[src/assert_macros.svh]
// ----------------------------------------------------------------------------
// Assertion macros
// Clocked concurrent assertion helpers used by the top-level RTL file.
// ----------------------------------------------------------------------------
`ifndef ASSERT_MACROS_SVH
`define ASSERT_MACROS_SVH

// Property must hold at every rising edge outside reset.
`define ASSERT_CLK(lbl, clk, rst, prop, msg) \
   lbl: assert property (@(posedge clk) disable iff (rst) prop) else $error(msg);

// Expression must never be true at a rising edge outside reset.
`define ASSERT_NEVER(lbl, clk, rst, expr, msg) \
   lbl: assert property (@(posedge clk) disable iff (rst) !(expr)) else $error(msg);

`endif

[src/sbsh_pkg.sv]
// ----------------------------------------------------------------------------
// sbsh_pkg
// Types, constants and round functions of the SHA-256 byte stream hasher.
// ----------------------------------------------------------------------------
`timescale 1ns / 1ps

package sbsh_pkg;

   localparam int WORD_W = 32;

   typedef logic [WORD_W-1:0] word_type;

   localparam word_type ROUND_K [64] = '{
      32'h428a2f98, 32'h71374491, 32'hb5c0fbcf, 32'he9b5dba5,
      32'h3956c25b, 32'h59f111f1, 32'h923f82a4, 32'hab1c5ed5,
      32'hd807aa98, 32'h12835b01, 32'h243185be, 32'h550c7dc3,
      32'h72be5d74, 32'h80deb1fe, 32'h9bdc06a7, 32'hc19bf174,
      32'he49b69c1, 32'hefbe4786, 32'h0fc19dc6, 32'h240ca1cc,
      32'h2de92c6f, 32'h4a7484aa, 32'h5cb0a9dc, 32'h76f988da,
      32'h983e5152, 32'ha831c66d, 32'hb00327c8, 32'hbf597fc7,
      32'hc6e00bf3, 32'hd5a79147, 32'h06ca6351, 32'h14292967,
      32'h27b70a85, 32'h2e1b2138, 32'h4d2c6dfc, 32'h53380d13,
      32'h650a7354, 32'h766a0abb, 32'h81c2c92e, 32'h92722c85,
      32'ha2bfe8a1, 32'ha81a664b, 32'hc24b8b70, 32'hc76c51a3,
      32'hd192e819, 32'hd6990624, 32'hf40e3585, 32'h106aa070,
      32'h19a4c116, 32'h1e376c08, 32'h2748774c, 32'h34b0bcb5,
      32'h391c0cb3, 32'h4ed8aa4a, 32'h5b9cca4f, 32'h682e6ff3,
      32'h748f82ee, 32'h78a5636f, 32'h84c87814, 32'h8cc70208,
      32'h90befffa, 32'ha4506ceb, 32'hbef9a3f7, 32'hc67178f2
   };

   localparam word_type HASH_IV [8] = '{
      32'h6a09e667, 32'hbb67ae85, 32'h3c6ef372, 32'ha54ff53a,
      32'h510e527f, 32'h9b05688c, 32'h1f83d9ab, 32'h5be0cd19
   };

   // Controls of the message schedule window
   typedef struct packed {
      logic       load;       // shift one message byte in
      logic [7:0] load_byte;
      logic       step;       // advance one round
   } sched_ctrl_type;

   // Controls of the round unit
   typedef struct packed {
      logic       init;       // copy hash words into working variables
      logic       step;       // run one round
      logic       fold;       // add working variables into hash words
      logic       restart;    // return hash words to initial values
      logic [5:0] rnd;
   } round_ctrl_type;

   function automatic word_type rotr(input word_type x, input int n);
      rotr = (x >> n) | (x << (WORD_W - n));
   endfunction

   function automatic word_type big_sigma0(input word_type x);
      big_sigma0 = rotr(x, 2) ^ rotr(x, 13) ^ rotr(x, 22);
   endfunction

   function automatic word_type big_sigma1(input word_type x);
      big_sigma1 = rotr(x, 6) ^ rotr(x, 11) ^ rotr(x, 25);
   endfunction

   function automatic word_type small_sigma0(input word_type x);
      small_sigma0 = rotr(x, 7) ^ rotr(x, 18) ^ (x >> 3);
   endfunction

   function automatic word_type small_sigma1(input word_type x);
      small_sigma1 = rotr(x, 17) ^ rotr(x, 19) ^ (x >> 10);
   endfunction

endpackage

[src/sbsh_sched.sv]
// ----------------------------------------------------------------------------
// sbsh_sched
// Sixteen-word message window: takes the block byte by byte, then produces
// one schedule word per round, oldest word at the head.
// ----------------------------------------------------------------------------
`timescale 1ns / 1ps

module sbsh_sched (
   input  logic                    clock,
   input  sbsh_pkg::sched_ctrl_type ctrl,
   output sbsh_pkg::word_type      w_head
);

   sbsh_pkg::word_type win_ff [16];
   sbsh_pkg::word_type win_in [16];
   sbsh_pkg::word_type next_w;

   // Word t+16 from words t, t+1, t+9 and t+14
   assign next_w = sbsh_pkg::small_sigma1(win_ff[14]) + win_ff[9]
                 + sbsh_pkg::small_sigma0(win_ff[1]) + win_ff[0];

   assign w_head = win_ff[0];

   always_comb begin
      win_in = win_ff;
      if (ctrl.load) begin
         // byte-wide shift through the whole window, first byte ends at the top
         for (int i = 0; i < 15; i++) begin
            win_in[i] = {win_ff[i][23:0], win_ff[i+1][31:24]};
         end
         win_in[15] = {win_ff[15][23:0], ctrl.load_byte};
      end else if (ctrl.step) begin
         for (int i = 0; i < 15; i++) begin
            win_in[i] = win_ff[i+1];
         end
         win_in[15] = next_w;
      end
   end

   always_ff @(posedge clock) begin
      win_ff <= win_in;
   end

endmodule

[src/sbsh_round.sv]
// ----------------------------------------------------------------------------
// sbsh_round
// SHA-256 round unit: eight working variables, one round per cycle while step is
// set, and the hash words that the working variables fold into after each block.
// ----------------------------------------------------------------------------
`timescale 1ns / 1ps

module sbsh_round (
   input  logic                    clock,
   input  logic                    reset,
   input  sbsh_pkg::round_ctrl_type ctrl,
   input  sbsh_pkg::word_type      w,
   output logic [7:0][31:0]        hash_words
);

   sbsh_pkg::word_type v_ff [8];
   sbsh_pkg::word_type v_in [8];
   sbsh_pkg::word_type hash_ff [8];
   sbsh_pkg::word_type hash_in [8];
   sbsh_pkg::word_type ch;
   sbsh_pkg::word_type maj;
   sbsh_pkg::word_type t1;
   sbsh_pkg::word_type t2;

   assign ch  = (v_ff[4] & v_ff[5]) ^ (~v_ff[4] & v_ff[6]);
   assign maj = (v_ff[0] & v_ff[1]) ^ (v_ff[0] & v_ff[2]) ^ (v_ff[1] & v_ff[2]);
   assign t1  = v_ff[7] + sbsh_pkg::big_sigma1(v_ff[4]) + ch
              + sbsh_pkg::ROUND_K[ctrl.rnd] + w;
   assign t2  = sbsh_pkg::big_sigma0(v_ff[0]) + maj;

   always_comb begin
      v_in    = v_ff;
      hash_in = hash_ff;
      if (ctrl.init) begin
         v_in = hash_ff;
      end else if (ctrl.step) begin
         v_in[7] = v_ff[6];
         v_in[6] = v_ff[5];
         v_in[5] = v_ff[4];
         v_in[4] = v_ff[3] + t1;
         v_in[3] = v_ff[2];
         v_in[2] = v_ff[1];
         v_in[1] = v_ff[0];
         v_in[0] = t1 + t2;
      end
      if (ctrl.restart) begin
         hash_in = sbsh_pkg::HASH_IV;
      end else if (ctrl.fold) begin
         for (int i = 0; i < 8; i++) begin
            hash_in[i] = hash_ff[i] + v_ff[i];
         end
      end
   end

   always_ff @(posedge clock) begin
      v_ff <= v_in;
   end

   always_ff @(posedge clock) begin
      if (reset) begin
         hash_ff <= sbsh_pkg::HASH_IV;
      end else begin
         hash_ff <= hash_in;
      end
   end

   always_comb begin
      for (int i = 0; i < 8; i++) begin
         hash_words[i] = hash_ff[i];
      end
   end

endmodule

[src/sha256_byte_stream_hasher.sv]
// Absorb: one byte per cycle while idle; the input is busy after the 64th byte
// of a block (64 rounds of the shared round unit, then a fold of the hash).
// Finalize: one padding byte per cycle up to the block end (a second block
// when more than 55 bytes are buffered), rounds and fold per padded block, then
// eight digest transfers.
// Reset (synchronous) loads the initial hash and clears counts.
// ----------------------------------------------------------------------------
// sha256_byte_stream_hasher
// SHA-256 over a byte stream with padding and digest output on finalize.
// ----------------------------------------------------------------------------
`timescale 1ns / 1ps
`include "assert_macros.svh"

module sha256_byte_stream_hasher (
   input  logic        clock,
   input  logic        reset,
   input  logic        req_tvalid,
   output logic        req_tready,
   input  logic [7:0]  req_tdata,   // [7:0] message_byte
   input  logic        req_tuser,   // [0] opcode
   output logic        rsp_tvalid,
   input  logic        rsp_tready,
   output logic [39:0] rsp_tdata,   // [31:0] digest_word, [34:32] word_index, zero above
   output logic        rsp_tlast    // last_word
);

   localparam logic OP_ABSORB = 1'b0;
   localparam logic OP_FINAL  = 1'b1;

   typedef enum logic [4:0] {
      ST_IDLE  = 5'b00001,
      ST_PAD   = 5'b00010,
      ST_ROUND = 5'b00100,
      ST_FOLD  = 5'b01000,
      ST_OUT   = 5'b10000
   } state_type;

   state_type   state_ff, state_in;
   logic [5:0]  fill_ff, fill_in;
   logic [60:0] len_ff, len_in;
   logic [5:0]  rnd_ff, rnd_in;
   logic [2:0]  idx_ff, idx_in;
   logic        fin_ff, fin_in;
   logic        first_ff, first_in;
   logic        extra_ff, extra_in;
   logic        lastblk_ff, lastblk_in;

   sbsh_pkg::sched_ctrl_type sctl;
   sbsh_pkg::round_ctrl_type rctl;
   sbsh_pkg::word_type       w_head;
   logic [7:0][31:0]         hash_words;

   logic        req_fire;
   logic        rsp_fire;
   logic [63:0] len_bits;
   logic [7:0]  pad_byte;
   logic        extra_now;

   assign req_tready = (state_ff == ST_IDLE);
   assign req_fire   = req_tvalid && req_tready;
   assign rsp_tvalid = (state_ff == ST_OUT);
   assign rsp_fire   = rsp_tvalid && rsp_tready;
   assign rsp_tlast  = (idx_ff == 3'd7);
   assign rsp_tdata  = {5'd0, idx_ff, hash_words[idx_ff]};

   assign len_bits  = {len_ff, 3'b000};
   // a 0x80 marker in the last eight bytes pushes the length to a fresh block
   assign extra_now = first_ff ? (fill_ff[5:3] == 3'b111) : extra_ff;

   always_comb begin
      if (first_ff) begin
         pad_byte = 8'h80;
      end else if (!extra_ff && (fill_ff[5:3] == 3'b111)) begin
         pad_byte = len_bits[{~fill_ff[2:0], 3'b000} +: 8];
      end else begin
         pad_byte = 8'h00;
      end
   end

   always_comb begin
      state_in   = state_ff;
      fill_in    = fill_ff;
      len_in     = len_ff;
      rnd_in     = rnd_ff;
      idx_in     = idx_ff;
      fin_in     = fin_ff;
      first_in   = first_ff;
      extra_in   = extra_ff;
      lastblk_in = lastblk_ff;
      sctl       = '0;
      rctl       = '0;
      rctl.rnd   = rnd_ff;
      unique case (state_ff)
         ST_IDLE: begin
            if (req_fire) begin
               if (req_tuser == OP_FINAL) begin
                  fin_in   = 1'b1;
                  first_in = 1'b1;
                  state_in = ST_PAD;
               end else begin
                  sctl.load      = 1'b1;
                  sctl.load_byte = req_tdata;
                  len_in         = len_ff + 61'd1;
                  fill_in        = fill_ff + 6'd1;
                  if (fill_ff == 6'd63) begin
                     rctl.init = 1'b1;
                     rnd_in    = 6'd0;
                     state_in  = ST_ROUND;
                  end
               end
            end
         end
         ST_PAD: begin
            sctl.load      = 1'b1;
            sctl.load_byte = pad_byte;
            fill_in        = fill_ff + 6'd1;
            first_in       = 1'b0;
            extra_in       = extra_now;
            if (fill_ff == 6'd63) begin
               rctl.init  = 1'b1;
               rnd_in     = 6'd0;
               lastblk_in = !extra_now;
               extra_in   = 1'b0;
               state_in   = ST_ROUND;
            end
         end
         ST_ROUND: begin
            rctl.step = 1'b1;
            sctl.step = 1'b1;
            rnd_in    = rnd_ff + 6'd1;
            if (rnd_ff == 6'd63) begin
               state_in = ST_FOLD;
            end
         end
         ST_FOLD: begin
            rctl.fold = 1'b1;
            if (lastblk_ff) begin
               idx_in   = 3'd0;
               state_in = ST_OUT;
            end else if (fin_ff) begin
               state_in = ST_PAD;
            end else begin
               state_in = ST_IDLE;
            end
         end
         ST_OUT: begin
            if (rsp_fire) begin
               idx_in = idx_ff + 3'd1;
               if (idx_ff == 3'd7) begin
                  // drop back to the initial hash for the next message
                  rctl.restart = 1'b1;
                  fin_in       = 1'b0;
                  lastblk_in   = 1'b0;
                  len_in       = '0;
                  fill_in      = '0;
                  state_in     = ST_IDLE;
               end
            end
         end
         default: begin
            state_in = ST_IDLE;
         end
      endcase
   end

   always_ff @(posedge clock) begin
      if (reset) begin
         state_ff   <= ST_IDLE;
         fill_ff    <= '0;
         len_ff     <= '0;
         rnd_ff     <= '0;
         idx_ff     <= '0;
         fin_ff     <= 1'b0;
         first_ff   <= 1'b0;
         extra_ff   <= 1'b0;
         lastblk_ff <= 1'b0;
      end else begin
         state_ff   <= state_in;
         fill_ff    <= fill_in;
         len_ff     <= len_in;
         rnd_ff     <= rnd_in;
         idx_ff     <= idx_in;
         fin_ff     <= fin_in;
         first_ff   <= first_in;
         extra_ff   <= extra_in;
         lastblk_ff <= lastblk_in;
      end
   end

   sbsh_sched u_sched (
      .clock  (clock),
      .ctrl   (sctl),
      .w_head (w_head)
   );

   sbsh_round u_round (
      .clock      (clock),
      .reset      (reset),
      .ctrl       (rctl),
      .w          (w_head),
      .hash_words (hash_words)
   );

   `ASSERT_NEVER(a_ready_while_out, clock, reset, req_tready && rsp_tvalid, "input ready during digest output")
   `ASSERT_CLK(a_idle_after_last, clock, reset, rsp_tvalid && rsp_tready && rsp_tlast |=> req_tready, "not idle after last digest word")
   `ASSERT_CLK(a_full_block_runs, clock, reset, req_tvalid && req_tready && (req_tuser == OP_ABSORB) && (fill_ff == 6'd63) |=> (state_ff == ST_ROUND) && (rnd_ff == 6'd0), "full block did not start rounds")
   `ASSERT_CLK(a_rounds_fold, clock, reset, (state_ff == ST_ROUND) && (rnd_ff == 6'd63) |=> (state_ff == ST_FOLD), "round 63 not followed by fold")

endmodule

[config.mk]
export PLATFORM = sky130hd
export DESIGN_NAME = sha256_byte_stream_hasher
export DESIGN_NICKNAME = d
export VERILOG_FILES = /design/src/sbsh_pkg.sv /design/src/sbsh_sched.sv /design/src/sbsh_round.sv /design/src/sha256_byte_stream_hasher.sv
export VERILOG_INCLUDE_DIRS = /design/src /design/src/src
export SDC_FILE = /design/constraint.sdc
export NUM_CORES = 2
export LEC_CHECK = 0
export ABC_CLOCK_PERIOD_IN_PS = 25400
export BUFFER_PORTS_ARGS = -buffer_cell sky130_fd_sc_hd__buf_2
export CAP_MARGIN = 20
export CORE_AREA = 2 2 330 332
export CTS_CLUSTER_SIZE = 25
export DETAILED_ROUTE_END_ITERATION = 16
export DIE_AREA = 0 0 332 334
export PLACE_DENSITY = 0.92
export SKIP_LAST_GASP = 1
export SYNTH_ARGS = -nofsm -noshare
export SYNTH_HDL_FRONTEND = slang
export SYNTH_SLANG_ARGS = --single-unit
[constraint.sdc]
create_clock -name clock -period 25.4 [get_ports clock]
set_input_delay 1.27 -clock clock [delete_from_list [all_inputs] [get_ports clock]]
set_output_delay 1.27 -clock clock [all_outputs]
set_load 0.02 [all_outputs]
==> flow_metrics.env <==
export IMPL_r2r_slack_ns=14.95
export IMPL_place_ws_ns=15.38
export IMPL_finalCriticalPeriod_ns=10.45
export IMPL_fp_dieW_um=332
export IMPL_hold_path_depth=2
export IMPL_tritoncts="yes"
export IMPL_wl_per_cell_um=23.7
export IMPL_fmax_ghz=0.0957
export IMPL_synth_seq_cells=1109
export IMPL_antenna_found_initial=7
export IMPL_worstPathArrival_ns=10.95
export IMPL_slowest_stage="o311ai_0"
export IMPL_synth_adder_area_share=0.120
export IMPL_holdPathEnd="u_round.hash_words[139]"
export IMPL_finalSetupViolCount=0
export IMPL_layout_cells_non_filler=9673
export IMPL_area_growth_pct=6.26
export IMPL_cts_resized=0
export IMPL_grt_first_pass_wirelength_mm=349
export IMPL_numClockSinks=1109
export IMPL_multiInputGateArea_sq_mm=0.0415
export IMPL_synth_top_cell_area_share=0.310
export IMPL_numCtsBuffers=116
export IMPL_detail_route_wirelength_mm=229
export IMPL_finalClockSkew_ns=0.0400
export IMPL_ant_nets=0
export IMPL_syn_area_sq_mm=0.0745
export IMPL_synth_simple_area_share=0.190
export IMPL_fin_util=0.734
export IMPL_route_vias_total=63600
export IMPL_p_per_area_mw_per_mm2=83.7
export IMPL_criticalPathCategory="flop to flop"
export IMPL_cp_required_ns=25.89
export IMPL_reg2reg_depth=34
export IMPL_drive_gt1_frac=0.0588
export IMPL_fin_setup_tns_ns=0
export IMPL_finalHoldViolations=0
export IMPL_htreeDepth=3
export IMPL_nFillCells=7453
export IMPL_rows=121
export IMPL_r2r_end="u_round.v_ff[255]"
export IMPL_relSlewSlack=0.199
export IMPL_min_from="u_round.hash_words[139]"
export IMPL_worst_setup_path_start_kind="flop"
export IMPL_hpwl_mm=162
export IMPL_placed_cells=9447
export IMPL_grt_max_degree=245
export IMPL_coreArea_sq_mm=0.108
export IMPL_clockBufferDepth=3
export IMPL_worstPathMaxFanout=14
export IMPL_numPortBuffers=50
export IMPL_synth_avg_cell_area_sq_um=8.86
export IMPL_synth_top_family_by_area="simple AND/OR/NAND/NOR gates"
export IMPL_hold_path_class="flop to flop"
export IMPL_start_util=0.691
export IMPL_synth_compound_area_frac=0.136
export IMPL_ys_seq_area_frac=0.401
export IMPL_grt_use_total=0.405
export IMPL_grt_pass1_vias=60300
export IMPL_synthTopCellsByArea="edfxtp_1, nand2_1, dfxtp_1"
export IMPL_clkTransAtPathRegs_ns=0.07
export IMPL_leakage_nw=33.1
export IMPL_drt_iter0_markers=9366
export IMPL_die_y_um=334
export IMPL_clkLatencyLatePin_ns=0.75
export IMPL_tightest_slew_ns=1.19
export IMPL_overflow=0
export IMPL_synth_warnings=0
export IMPL_period_share=0.412
export IMPL_status="finished clean"
export IMPL_via_per_inst=6.57
export IMPL_synth_top_area_cell="edfxtp_1"
export IMPL_clock_root_buffer="clkbuf_16"
export IMPL_maxCapViolations=0
export IMPL_place_congestion=1.04
export IMPL_io_pins=56
export IMPL_seqCellArea_sq_mm=0.0299
export IMPL_timing_final_ws_setup_ns=14.95
export IMPL_endpoint_kind="flop"
export IMPL_rsz0062_at_grt="false"
export IMPL_fin_nets=8759
export IMPL_muxShareOfSynthArea=0.0385
export IMPL_synthXorXnorAreaFrac=0.0724
export IMPL_crit_path_max_incr_delay_ns=1.00
export IMPL_drc=0
export IMPL_synth_edf_count=768
export IMPL_ctsHoldBuffers=0
export IMPL_synth_ff_type="edfxtp_1"
export IMPL_cts_setup_buffers=0
export IMPL_netlist_instances=8401
export IMPL_vdd_drop_max_uv=94.8
export IMPL_synth_cell_types=86
export IMPL_rr_startpoint="rnd_ff[0]"
export IMPL_fp_dieArea_sq_mm=0.111
export IMPL_synthArstFlopShare=0
export IMPL_dr_pass1_iters=7
export IMPL_slew_violations=0
export IMPL_finalPower_mw=6.62
report_power, final:
part	switching, mW	internal, mW	total [mW]	leakage [nW]
clock network	0.764	0.955	1.72	1.86
logic	1.54	1.01	2.56	21.4
registers	0.126	2.22	2.35	9.84
total	2.43	4.19	6.62	33.1
placed cells by master (no fill, tap or decap), types with 117 or more instances in the layout:
master	synthesis	layout
clkbuf_16	0	117
o21ai_0	405	405
inv_1	337	337
xnor2_1	390	390
edfxtp_1	768	768
xor2_1	223	223
nor2_1	355	352
dfxtp_1	341	335
fa_1	195	195
a21oi_1	502	502
nand2_1	2574	2570
a21o_1	186	186
ha_1	397	397
worst max-delay path, delay by kind of cell (launching register included):
family | cells | cell delay [ns]
compound gates | 13 | 3.99
fa+ha+maj | 7 | 3.30
simple gates | 8 | 1.65
buf+inv | 5 | 0.71
flops | 1 | 0.34
xor+xnor | 1 | 0.25
cells in the mapped netlist, types with 46 or more instances:
cell	count
xor2_1	223
buf_1	46
nor3_1	94
nand3_1	99
a31oi_1	57
xnor2_1	390
ha_1	397
clkbuf_1	430
mux2_2	64
a211oi_1	61
nor2_1	355
o211ai_1	109
and3_1	47
fa_1	195
o21ai_0	405
o21bai_1	47
edfxtp_1	768
nor2b_1	56
nand2_1	2574
a21o_1	186
nand2b_1	58
o21a_1	52
a21oi_1	502
dfxtp_1	341
mux4_2	83
inv_1	337
metal layers:
| metal | part of all wire | wire, um | vias to the layer above | global-route usage |
|---|---|---|---|---|
| met4 | 0.051 | 11700 | 10 | 0.185 |
| met5 | 0.00030 | 69 | - | 0 |
| li1 | - | - | 28400 | - |
| met1 | 0.38 | 88200 | 30200 | 0.556 |
| met3 | 0.13 | 30900 | 802 | 0.119 |
| met2 | 0.43 | 98400 | 4227 | 0.596 |
logic make-up (layout without fill, tap and decap cells):
family,count (synthesis),count (layout)
AOI/OAI and AO/OA,1630,1630
muxes,175,175
other,1,9
xor gates and xnor gates,614,614
and+or+nand+nor,3454,3454
adders and majority gates,595,595
DFF,1109,1109
buffers and inverters,823,673
per-stage QoR:
step                      hold slack (ns)  instance area [sq um]
after global routing                0.513                  79100
after global placement              0.467                  75200
after CTS                           0.494                  79100
after detailed placement            0.483                  75200
final                               0.489                  79100
after floorplan                     0.446                  74500
final cells by class:
type | instances | area share
clock inverter | 72 | 0.00871
sequential | 1109 | 0.378
antenna | 4 | 0.000127
clock buffer | 147 | 0.0394
multi-input combinational | 6473 | 0.525
inverter | 338 | 0.0160
tap | 1414 | 0.0224
timing repair buffer | 116 | 0.0104
sequential cells by signal, indices dropped and copies added (netlist names), 3 cells and up:
name and cells:
rnd_ff 6, u_round.hash_words 256, fill_ff 6, state_ff 5, u_sched.win_ff 480, u_sched.w_head 32
u_round.v_ff 256, len_ff 61, idx_ff 3
worst max path at each step:
stage	start	endpoint	slack [ns]	depth (start not counted)
floorplan	req_tuser	u_sched.w_head[0]	11.20	5
global placement	rnd_ff[2]	u_round.v_ff[255]	15.38	34
detailed placement	rnd_ff[0]	u_round.v_ff[255]	15.38	35
CTS	rnd_ff[2]	u_round.v_ff[255]	15.33	34
global route	rnd_ff[2]	u_round.v_ff[255]	14.47	34
finish	rnd_ff[0]	u_round.v_ff[255]	14.95	34
Power figures use the tool's default switching activity.
